File: src/sv/jse_pkg.sv
// Shared types, constants and helpers for the JSON string escaper.
package jse_pkg;

   typedef struct packed {
      logic [7:0] data_byte;
      logic       first_byte;
      logic       last_byte;
      logic       empty_string;
   } req_payload_type;

   typedef struct packed {
      logic [6:0] out_char;
      logic       run_end;
   } rsp_payload_type;

   localparam logic [1:0] BODY_NONE  = 2'd0;
   localparam logic [1:0] BODY_CHAR  = 2'd1;
   localparam logic [1:0] BODY_ESC   = 2'd2;
   localparam logic [1:0] BODY_UNI   = 2'd3;

   localparam int unsigned IDX_W = 4;

   localparam logic [6:0] CHAR_QUOTE  = 7'h22;
   localparam logic [6:0] CHAR_BSLASH = 7'h5c;
   localparam logic [6:0] CHAR_U      = 7'h75;
   localparam logic [6:0] CHAR_N      = 7'h6e;
   localparam logic [6:0] CHAR_B      = 7'h62;
   localparam logic [6:0] CHAR_F      = 7'h66;
   localparam logic [6:0] CHAR_R      = 7'h72;
   localparam logic [6:0] CHAR_T      = 7'h74;

   localparam logic [15:0] HIGH_SURR_BASE = 16'hd7c0;
   localparam logic [5:0]  LOW_SURR_TAG   = 6'b110111;

   typedef struct packed {
      logic        open_q;
      logic        close_q;
      logic [1:0]  kind;
      logic [6:0]  ch;
      logic        pair;
      logic [15:0] hi;
      logic [15:0] lo;
   } cmd_type;

   function automatic logic [6:0] hex_char(input logic [3:0] n);
      logic [6:0] r;
      if (n < 4'd10) begin
         r = 7'h30 + {3'b000, n};
      end else begin
         r = 7'h57 + {3'b000, n};
      end
      return r;
   endfunction

endpackage

File: src/sv/jse_front.sv
// Front end: takes input transfers, tracks UTF-8 state and builds output commands.
module jse_front (
   input  logic                     clock,
   input  logic                     reset,
   input  logic                     req_valid,
   output logic                     req_stall,
   input  jse_pkg::req_payload_type req_payload,
   input  logic                     q_full,
   output logic                     q_push,
   output jse_pkg::cmd_type         q_cmd
);
   import jse_pkg::*;

   logic [1:0]  bp_ff, bp_in, bp_cur;
   logic [20:0] acc_ff, acc_in, acc_cur, cp;
   logic        uni;
   logic        accept;
   logic [7:0]  b;

   assign req_stall = q_full;
   assign accept    = req_valid && !q_full;
   assign b         = req_payload.data_byte;

   always_comb begin
      q_cmd   = '0;
      uni     = 1'b0;
      cp      = '0;
      bp_cur  = bp_ff;
      acc_cur = acc_ff;
      bp_in   = bp_ff;
      acc_in  = acc_ff;
      if (req_payload.empty_string) begin
         q_cmd.open_q  = 1'b1;
         q_cmd.close_q = 1'b1;
         bp_in         = '0;
         acc_in        = '0;
      end else begin
         if (req_payload.first_byte) begin
            bp_cur  = '0;
            acc_cur = '0;
         end
         q_cmd.open_q = req_payload.first_byte;
         bp_in        = bp_cur;
         acc_in       = acc_cur;
         if (bp_cur != 2'd0) begin
            acc_in = {acc_cur[14:0], b[5:0]};
            bp_in  = bp_cur - 2'd1;
            if (bp_in == 2'd0) begin
               uni    = 1'b1;
               cp     = acc_in;
               acc_in = '0;
            end
         end else begin
            case (b) inside
               8'h22, 8'h5c: begin
                  q_cmd.kind = BODY_ESC;
                  q_cmd.ch   = b[6:0];
               end
               8'h0a: begin
                  q_cmd.kind = BODY_ESC;
                  q_cmd.ch   = CHAR_N;
               end
               8'h08: begin
                  q_cmd.kind = BODY_ESC;
                  q_cmd.ch   = CHAR_B;
               end
               8'h0c: begin
                  q_cmd.kind = BODY_ESC;
                  q_cmd.ch   = CHAR_F;
               end
               8'h0d: begin
                  q_cmd.kind = BODY_ESC;
                  q_cmd.ch   = CHAR_R;
               end
               8'h09: begin
                  q_cmd.kind = BODY_ESC;
                  q_cmd.ch   = CHAR_T;
               end
               [8'h20:8'h7e]: begin
                  q_cmd.kind = BODY_CHAR;
                  q_cmd.ch   = b[6:0];
               end
               [8'h00:8'h7f]: begin
                  uni = 1'b1;
                  cp  = {13'd0, b};
               end
               [8'h80:8'hbf]: begin
                  uni = 1'b1;
                  cp  = {15'd0, b[5:0]};
               end
               [8'hc0:8'hdf]: begin
                  bp_in  = 2'd1;
                  acc_in = {16'd0, b[4:0]};
               end
               [8'he0:8'hef]: begin
                  bp_in  = 2'd2;
                  acc_in = {17'd0, b[3:0]};
               end
               default: begin
                  bp_in  = 2'd3;
                  acc_in = {18'd0, b[2:0]};
               end
            endcase
         end
         if (req_payload.last_byte) begin
            if (bp_in != 2'd0) begin
               uni = 1'b1;
               cp  = acc_in;
            end
            bp_in         = '0;
            acc_in        = '0;
            q_cmd.close_q = 1'b1;
         end
      end
      if (uni) begin
         q_cmd.kind = BODY_UNI;
         q_cmd.pair = (cp[20:16] != 5'd0);
         q_cmd.hi   = q_cmd.pair ? HIGH_SURR_BASE + {5'd0, cp[20:10]} : cp[15:0];
         q_cmd.lo   = {LOW_SURR_TAG, cp[9:0]};
      end
   end

   assign q_push = accept && (q_cmd.open_q || q_cmd.close_q || (q_cmd.kind != BODY_NONE));

   always_ff @(posedge clock) begin
      if (reset) begin
         bp_ff  <= '0;
         acc_ff <= '0;
      end else if (accept) begin
         bp_ff  <= bp_in;
         acc_ff <= acc_in;
      end
   end

   a_empty_clears: assert property (@(posedge clock) disable iff (reset)
      accept && req_payload.empty_string |=> bp_ff == 2'd0 && acc_ff == '0)
      else $error("empty string left sequence state behind");

   a_last_clears: assert property (@(posedge clock) disable iff (reset)
      accept && req_payload.last_byte |=> bp_ff == 2'd0 && acc_ff == '0)
      else $error("last byte left sequence state behind");

endmodule

File: src/sv/jse_fifo.sv
// Command queue between the front end and the serializer.
module jse_fifo #(
   parameter int unsigned DEPTH = 4
) (
   input  logic             clock,
   input  logic             reset,
   input  logic             push,
   input  jse_pkg::cmd_type push_cmd,
   input  logic             pop,
   output logic             full,
   output logic             head_valid,
   output jse_pkg::cmd_type head_cmd
);
   import jse_pkg::*;

   localparam int unsigned PW = $clog2(DEPTH);
   localparam int unsigned CW = $clog2(DEPTH + 1);

   cmd_type         mem_ff [DEPTH];
   logic [PW-1:0]   wr_ptr_ff, wr_ptr_in, rd_ptr_ff, rd_ptr_in;
   logic [CW-1:0]   count_ff, count_in;

   assign full       = (count_ff == CW'(DEPTH));
   assign head_valid = (count_ff != '0);
   assign head_cmd   = mem_ff[rd_ptr_ff];

   always_comb begin
      wr_ptr_in = wr_ptr_ff;
      rd_ptr_in = rd_ptr_ff;
      count_in  = count_ff;
      if (push) begin
         wr_ptr_in = (wr_ptr_ff == PW'(DEPTH - 1)) ? '0 : wr_ptr_ff + PW'(1);
      end
      if (pop) begin
         rd_ptr_in = (rd_ptr_ff == PW'(DEPTH - 1)) ? '0 : rd_ptr_ff + PW'(1);
      end
      if (push && !pop) begin
         count_in = count_ff + CW'(1);
      end else if (pop && !push) begin
         count_in = count_ff - CW'(1);
      end
   end

   always_ff @(posedge clock) begin
      if (reset) begin
         wr_ptr_ff <= '0;
         rd_ptr_ff <= '0;
         count_ff  <= '0;
      end else begin
         wr_ptr_ff <= wr_ptr_in;
         rd_ptr_ff <= rd_ptr_in;
         count_ff  <= count_in;
      end
   end

   always_ff @(posedge clock) begin
      if (push) begin
         mem_ff[wr_ptr_ff] <= push_cmd;
      end
   end

   a_no_overflow: assert property (@(posedge clock) disable iff (reset)
      !(push && full))
      else $error("push into full queue");

   a_no_underflow: assert property (@(posedge clock) disable iff (reset)
      !(pop && !head_valid))
      else $error("pop from empty queue");

   a_count_bound: assert property (@(posedge clock) disable iff (reset)
      count_ff <= CW'(DEPTH))
      else $error("queue count past depth");

endmodule

File: src/sv/jse_back.sv
// Back end: serializes one queued command into characters behind an output register.
module jse_back (
   input  logic                     clock,
   input  logic                     reset,
   input  logic                     head_valid,
   input  jse_pkg::cmd_type         head_cmd,
   output logic                     q_pop,
   output logic                     rsp_valid,
   input  logic                     rsp_stall,
   output jse_pkg::rsp_payload_type rsp_payload
);
   import jse_pkg::*;

   logic [IDX_W-1:0] idx_ff, idx_in;
   logic [IDX_W-1:0] nbody, total, j, jj;
   logic             rsp_valid_ff, rsp_valid_in;
   rsp_payload_type  rsp_ff, rsp_in;
   logic [6:0]       ch;
   logic [15:0]      word;
   logic             second_half;
   logic             is_last;
   logic             load;

   always_comb begin
      case (head_cmd.kind)
         BODY_NONE: nbody = IDX_W'(0);
         BODY_CHAR: nbody = IDX_W'(1);
         BODY_ESC:  nbody = IDX_W'(2);
         default:   nbody = head_cmd.pair ? IDX_W'(12) : IDX_W'(6);
      endcase
      total       = IDX_W'(head_cmd.open_q) + nbody + IDX_W'(head_cmd.close_q);
      is_last     = (idx_ff == total - IDX_W'(1));
      j           = idx_ff - IDX_W'(head_cmd.open_q);
      second_half = (j >= IDX_W'(6));
      jj          = second_half ? j - IDX_W'(6) : j;
      word        = second_half ? head_cmd.lo : head_cmd.hi;
      ch          = CHAR_QUOTE;
      if (head_cmd.open_q && idx_ff == '0) begin
         ch = CHAR_QUOTE;
      end else if (j < nbody) begin
         case (head_cmd.kind)
            BODY_CHAR: ch = head_cmd.ch;
            BODY_ESC:  ch = (j == '0) ? CHAR_BSLASH : head_cmd.ch;
            default: begin
               case (jj)
                  IDX_W'(0): ch = CHAR_BSLASH;
                  IDX_W'(1): ch = CHAR_U;
                  IDX_W'(2): ch = hex_char(word[15:12]);
                  IDX_W'(3): ch = hex_char(word[11:8]);
                  IDX_W'(4): ch = hex_char(word[7:4]);
                  default:   ch = hex_char(word[3:0]);
               endcase
            end
         endcase
      end
   end

   assign load  = head_valid && (!rsp_valid_ff || !rsp_stall);
   assign q_pop = load && is_last;

   always_comb begin
      idx_in       = idx_ff;
      rsp_valid_in = rsp_valid_ff;
      rsp_in       = rsp_ff;
      if (load) begin
         rsp_valid_in     = 1'b1;
         rsp_in.out_char  = ch;
         rsp_in.run_end   = is_last;
         idx_in           = is_last ? '0 : idx_ff + IDX_W'(1);
      end else if (!rsp_stall) begin
         rsp_valid_in = 1'b0;
      end
   end

   always_ff @(posedge clock) begin
      if (reset) begin
         idx_ff       <= '0;
         rsp_valid_ff <= 1'b0;
      end else begin
         idx_ff       <= idx_in;
         rsp_valid_ff <= rsp_valid_in;
      end
   end

   always_ff @(posedge clock) begin
      rsp_ff <= rsp_in;
   end

   assign rsp_valid   = rsp_valid_ff;
   assign rsp_payload = rsp_ff;

   a_idx_in_range: assert property (@(posedge clock) disable iff (reset)
      head_valid |-> idx_ff < total)
      else $error("character index past command length");

   a_idx_idle_zero: assert property (@(posedge clock) disable iff (reset)
      !head_valid |-> idx_ff == '0)
      else $error("character index nonzero with no command");

   a_pop_ends_run: assert property (@(posedge clock) disable iff (reset)
      q_pop |=> rsp_valid_ff && rsp_ff.run_end)
      else $error("command retired without run end");

endmodule

File: src/sv/json_string_escaper_core.sv
// First character of an item goes through the command queue, then the output
// register, and can wait behind earlier items or an output stall. Throughput: one
// character per cycle unless stalled; items with no characters are not queued.
// A QUEUE_DEPTH-entry command queue decouples input from the serializer.
// Reset clears the UTF-8 sequence state, the queue and the output valid flag.
module json_string_escaper_core #(
   parameter int unsigned QUEUE_DEPTH = 4
) (
   input  logic                     clock,
   input  logic                     reset,
   input  logic                     req_valid,
   output logic                     req_stall,
   input  jse_pkg::req_payload_type req_payload,
   output logic                     rsp_valid,
   input  logic                     rsp_stall,
   output jse_pkg::rsp_payload_type rsp_payload
);
   import jse_pkg::*;

   logic    q_push, q_pop, q_full, head_valid;
   cmd_type push_cmd, head_cmd;

   jse_front u_front (
      .clock       (clock),
      .reset       (reset),
      .req_valid   (req_valid),
      .req_stall   (req_stall),
      .req_payload (req_payload),
      .q_full      (q_full),
      .q_push      (q_push),
      .q_cmd       (push_cmd)
   );

   jse_fifo #(
      .DEPTH (QUEUE_DEPTH)
   ) u_fifo (
      .clock      (clock),
      .reset      (reset),
      .push       (q_push),
      .push_cmd   (push_cmd),
      .pop        (q_pop),
      .full       (q_full),
      .head_valid (head_valid),
      .head_cmd   (head_cmd)
   );

   jse_back u_back (
      .clock       (clock),
      .reset       (reset),
      .head_valid  (head_valid),
      .head_cmd    (head_cmd),
      .q_pop       (q_pop),
      .rsp_valid   (rsp_valid),
      .rsp_stall   (rsp_stall),
      .rsp_payload (rsp_payload)
   );

endmodule
File: config.mk
export PLATFORM = sky130hd
export DESIGN_NAME = json_string_escaper_core
export DESIGN_NICKNAME = d
export VERILOG_FILES = /design/src/sv/jse_pkg.sv /design/src/sv/jse_front.sv /design/src/sv/jse_fifo.sv /design/src/sv/jse_back.sv /design/src/sv/json_string_escaper_core.sv
export SDC_FILE = /design/constraint.sdc
export NUM_CORES = 1
export LEC_CHECK = 0
export BUFFER_PORTS_ARGS = -buffer_cell sky130_fd_sc_hd__buf_2
export CORE_MARGIN = 4
export CORE_UTILIZATION = 43
export DETAILED_ROUTE_END_ITERATION = 10
export RECOVER_POWER = 50
export SYNTH_ARGS = -nofsm -noshare
export SYNTH_HDL_FRONTEND = slang
export SYNTH_SLANG_ARGS = --single-unit
File: constraint.sdc
create_clock -name clock -period 6.3 [get_ports clock]
set_input_delay 0.63 -clock clock [delete_from_list [all_inputs] [get_ports clock]]
set_output_delay 0.63 -clock clock [all_outputs]
set_load 0.03 [all_outputs]
Word-level counts from Yosys, hierarchy flattened
Memory sizes are Yosys's and may differ from the RTL's. A register that Yosys moved wholly into a read port is not among the register bits.
Index checks and enable logic that the tools add are counted.
{"block": "word_totals", "regBits": 43, "ram_bits": 176, "inputBits": 15, "output_inout_bits": 10, "wordCells": 195, "mem_count": 1}
{"block": "classes", "addsub": 20, "n_lt_le_gt_ge": 16, "n_eq_ne": 18, "n_mux": 97, "bitwise_logic": 1, "reduce_logical": 33}
{"memory": "u_fifo.mem_ff", "depth": 4, "width": 44, "rd": 1, "rd_clocked_by_memory_dff": 1, "wr": 1, "line_no": "jse_fifo.sv:19", "rtl": "cmd_type mem_ff [DEPTH];"}
{"op": "$mux W21", "n": 28}
{"op": "$mux W9", "n": 8}
{"op": "$mux W2", "n": 22}
{"op": "$eq A8 B4 Y1 const B", "n": 5}
{"op": "$mux W7", "n": 5}
{"op": "$pmux W7 S5", "n": 1}
{"op": "$mux W33", "n": 1}
{"op": "$mux W16", "n": 2}
{"op": "$add A6 B4 Y7 const A", "n": 4}
{"op": "$add A7 B4 Y7 const A", "n": 4}
{"op": "$ge A8 B8 Y1 const B", "n": 3}
{"op": "$le A8 B8 Y1 const B", "n": 3}
{"op": "$mux W1", "n": 20}
{"op": "$add A15 B12 Y16 const A", "n": 1}
{"op": "$le A8 B7 Y1 const B", "n": 2}
{"op": "$lt A4 B4 Y1 const B", "n": 4}
{"op": "$mux W4", "n": 4}
{"op": "$pmux W7 S2", "n": 1}
{"op": "$logic_and A1 B1 Y1", "n": 12}
{"op": "$logic_not A4 Y1", "n": 3}
{"op": "$pmux W4 S3", "n": 1}
{"op": "$eq A4 B2 Y1 const B", "n": 2}
{"op": "$eq A8 B6 Y1 const B", "n": 1}
{"op": "$eq A8 B7 Y1 const B", "n": 1}
{"op": "other kinds (32)", "n": 47}

Depth between registers and ports, before layout
{"block": "depth", "ltp_word": 27, "depth_mapped": 22, "ltp_nobuf": 19}

Cells and area by module
A second synthesis with hierarchy kept.
{"block": "hier_totals", "cells_unflattened": 773, "area_unflattened_um2": 10508.8}
{"mod": "jse_fifo", "n_inst": 1, "cells_per_inst": 274, "area_per_inst_um2": 6849.1}
{"mod": "jse_back", "n_inst": 1, "cells_per_inst": 251, "area_per_inst_um2": 2020.7}
{"mod": "jse_front", "n_inst": 1, "cells_per_inst": 248, "area_per_inst_um2": 1639.1}

Worst setup path before layout
No wires, ideal clock.
{"block": "synth_path", "kind": "register to register", "from": "register with a tool-made name", "to": "register u_fifo.count_ff[2]", "setup_ns": 0.070, "arrival_time_ns": 4.487, "setup_slack_ns": 1.743, "path_stages_with_launch": 20, "synth_period_minus_slack_ns": 4.557, "cell_sequence": "dfxtp_1 > buf_6 > buf_12 > buf_2 > mux4_2 > ha_1 > o21ai_0 > ha_1 > a21oi_1 > o21bai_1 > a221oi_1 > xor2_1 > nor4_4 > nand2_2 > ha_1 > inv_1 > fa_1 > xor2_1 > or3_1 > a21oi_1"}
{"item": "to (signal assigned)", "line_no": "jse_fifo.sv:52", "rtl": "count_ff <= count_in;"}
{"item": "to (decl)", "line_no": "jse_fifo.sv:21", "rtl": "logic [CW-1:0] count_ff, count_in;"}

==> impl_metrics.ini <==
[grt]
grt_pass1_wl_mm = 36.5
grt-ovfl-total = 0
track_usage = 0.182
grt_max_degree = 40
first_global_vias = 6375
antenna_found_initial = 0

[finish]
seq_area_sq_um = 5550
postLayoutCoreUtil = 0.475
design_area_sq_um = 10800
drive_gt1_frac = 0.117
multi_input_area_sq_um = 3990
n_antenna_cell = 0
nets = 854
final_cell_mix = edfxtp_1, nor2_1, nand2_1
areaGrowthSynthToFinish_pct = 8.51
fill_cells = 2012
final_cells = 1109
layout_commonest_cell = edfxtp_1

[die]
num_io_pins = 25
start_util = 0.438
dieArea_sq_um = 25500
fp.dieW_um = 160
num_rows = 55
dieHeight_um = 160
core-area_sq_um = 22600

[route]
ant_nets = 0
drt_wl_total_mm = 23.3
first_iter_violations = 475
dr_total_vias = 6563
viasPerCell = 5.92
wl_per_cell_um = 21.0
drc = 0
drtPass1Iterations = 5

[timing]
fin_worst_skew_ns = 0.0148
hold_viol_final = 0
setup_viol = 0
finalCriticalPeriod_ns = 4.88
holdWs_ns = 0.447
worst_pin_slew_ns = 1.67
fin_crit_sh = 0.775
max-slew-margin-rel = -0.115
tns_ns = 0
slew_viol_final = 36
rsz0062_at_grt = no
timing.fmax_ghz = 0.205

[cts]
post_cts_buffers = 0
cts_sinks = 195
cts_buffers = 17
clock_latency_ns = 0.44
cts_tree = built
cts_resized = 0
clkSlewWorstSetupHoldPaths_ns = 0.07
postCtsHoldBufs = 0
cts_root_buf = clkbuf_16
clk_path_buf_depth = 2
htree_levels = 4

[yosys]
synth.distinct_cells = 78
avgSynthCellArea_sq_um = 12.3
netlist_area_sq_um = 9910
yosys_warnings = 0
synthesis.nets = 847
syn_inst = 804
synth-seq-cells = 195
synth_ff_type = edfxtp_1
synth-seq-area-share = 0.560
synth-edff-count = 164
ys_async_sr_fraction = 0

[min_path]
holdPathStages = 3
hold_class = in2reg
hold_path_startpoint = rsp_stall

[power]
powerDensity_nw_per_um2 = 443
peakVddDrop_uv = 227
leakage_nw = 3.70

[setup_path]
timing.reg2reg.worst_path_depth = 17
cp.arrival_ns = 5.24
crit_path_start_kind = flip-flop
cp.required_ns = 6.66
critical_path_buf_inv_count = 2
path_max_fanout = 32
cp.depth = 17
cp-end-kind = flip-flop
worstPathCellList = buf_4, mux4_2, ha_1, o21ai_0, ha_1, a21oi_1, o21bai_1, a221oi_1, xor2_1, nor4_4, nand2_2, ha_1, inv_1, fa_1, xor2_1, or3_1, a21oi_1
path_class = reg2reg
path_delay_family = compound AO/OA/AOI/OAI gates
cpPeakStageDelay_ns = 0.63
critPathSlowestCell = mux4_2
crit_top_cell = ha_1

[status]
status = complete, but fails checks
violations = capacitance limit, slew limit

[placed_design]
port_buffers = 24
dp.cells = 1077
hpwl_mm = 16.5
dpl_cell_area_sq_um = 10200
gp_congestion = 0.859

[flow_run]
cap_viol_max_count = 2
==> worst min-delay path: stages <==
cell     delay [ns]
buf_2          0.10
nand2_1        0.05
a21oi_1        0.05
==> area by class of cell <==
cell class,instances,share of cell area
Inverter,32,0.0112
Clock inverter,14,0.0142
Sequential cell,195,0.516
Clock buffer,18,0.0399
Timing Repair Buffer,31,0.0147
Multi-Input combinational cell,534,0.371
Tap cell,285,0.0332
==> Yosys cell counts, types with 5 or more instances <==
cell type | n | area (sq um)
a2111oi_0 | 6 | 52.6
a211oi_1 | 13 | 97.6
a21o_1 | 6 | 45.0
a21oi_1 | 37 | 185
a22oi_1 | 24 | 180
a31oi_1 | 7 | 43.8
a32oi_1 | 6 | 52.6
and2_1 | 20 | 125
and3_1 | 14 | 87.6
buf_2 | 10 | 50.1
buf_4 | 5 | 37.5
clkbuf_1 | 22 | 82.6
dfxtp_1 | 31 | 621
edfxtp_1 | 164 | 4920
ha_1 | 26 | 325
inv_1 | 32 | 120
mux2_2 | 6 | 67.6
mux2i_1 | 9 | 90.1
mux4_1 | 10 | 263
mux4_2 | 17 | 383
nand2_1 | 52 | 195
nand2b_1 | 11 | 68.8
nand3_1 | 15 | 75.1
nor2_1 | 75 | 282
nor2b_1 | 8 | 50.1
nor3_1 | 19 | 95.1
o21a_1 | 6 | 45.0
o21ai_0 | 37 | 185
o21ai_1 | 5 | 25.0
o22ai_1 | 8 | 50.1
o31ai_1 | 5 | 37.5
or3_1 | 6 | 37.5
xnor2_1 | 6 | 52.6
xor2_1 | 8 | 70.1
==> state kept, by name, indices dropped and copies added (netlist names), named ones only <==
register            flops
u_back.idx_ff           4
u_back.rsp_payload      8
u_back.rsp_valid        1
u_fifo.count_ff         3
u_fifo.mem_ff         156
u_fifo.rd_ptr_ff        2
u_fifo.wr_ptr_ff        2
u_front.acc_ff         15
u_front.bp_ff           2
==> power breakdown <==
group          internal, mW  switching [mW]  total, mW  leakage [nW]
clock                 0.591           0.498       1.09         0.281
combinational         0.757            1.28       2.03          1.62
sequential             1.58          0.0591       1.64          1.80
==> stage by stage <==
step           worst slack (ns)  total power, mW
2_1_floorplan              1.74             3.24
6_report                   1.42             4.76
4_1_cts                    1.32             4.79
3_5_place_dp               1.34             3.69
5_1_grt                   0.948             5.06
3_3_place_gp               1.41             3.70
==> cells by family (layout without fill, tap and decap cells) <==
group / after synthesis / after routing / share of synthesized area
simple gates: 250 / 250 / 0.129
compound gates: 197 / 197 / 0.138
flops: 195 / 195 / 0.560
buf+inv: 75 / 95 / 0.0374
mux: 44 / 44 / 0.0848
fa+ha+maj: 28 / 28 / 0.0369
xor+xnor: 15 / 15 / 0.0140
==> path summary, 6_finish.rpt <==
kind	endpoint	slack, ns
hold / removal	u_back.rsp_valid$_SDFFE_PP0P_	0.45
setup reg to reg	u_fifo.count_ff[2]$_SDFFE_PP0P_	1.42
hold reg to reg	u_back.rsp_valid$_SDFFE_PP0P_	0.47
setup / recovery	u_fifo.count_ff[2]$_SDFFE_PP0P_	1.42
==> routing by layer <==
metal,share of wire,wire length (um),up-vias,track usage
met2,0.46,10700,177,0.285
met3,0.038,875,34,0.0325
li1,-,-,3114,-
met5,0,0,-,0
met1,0.49,11400,3238,0.267
met4,0.017,400,0,0.0450
Note: power is estimated with default switching activity, not from simulation.
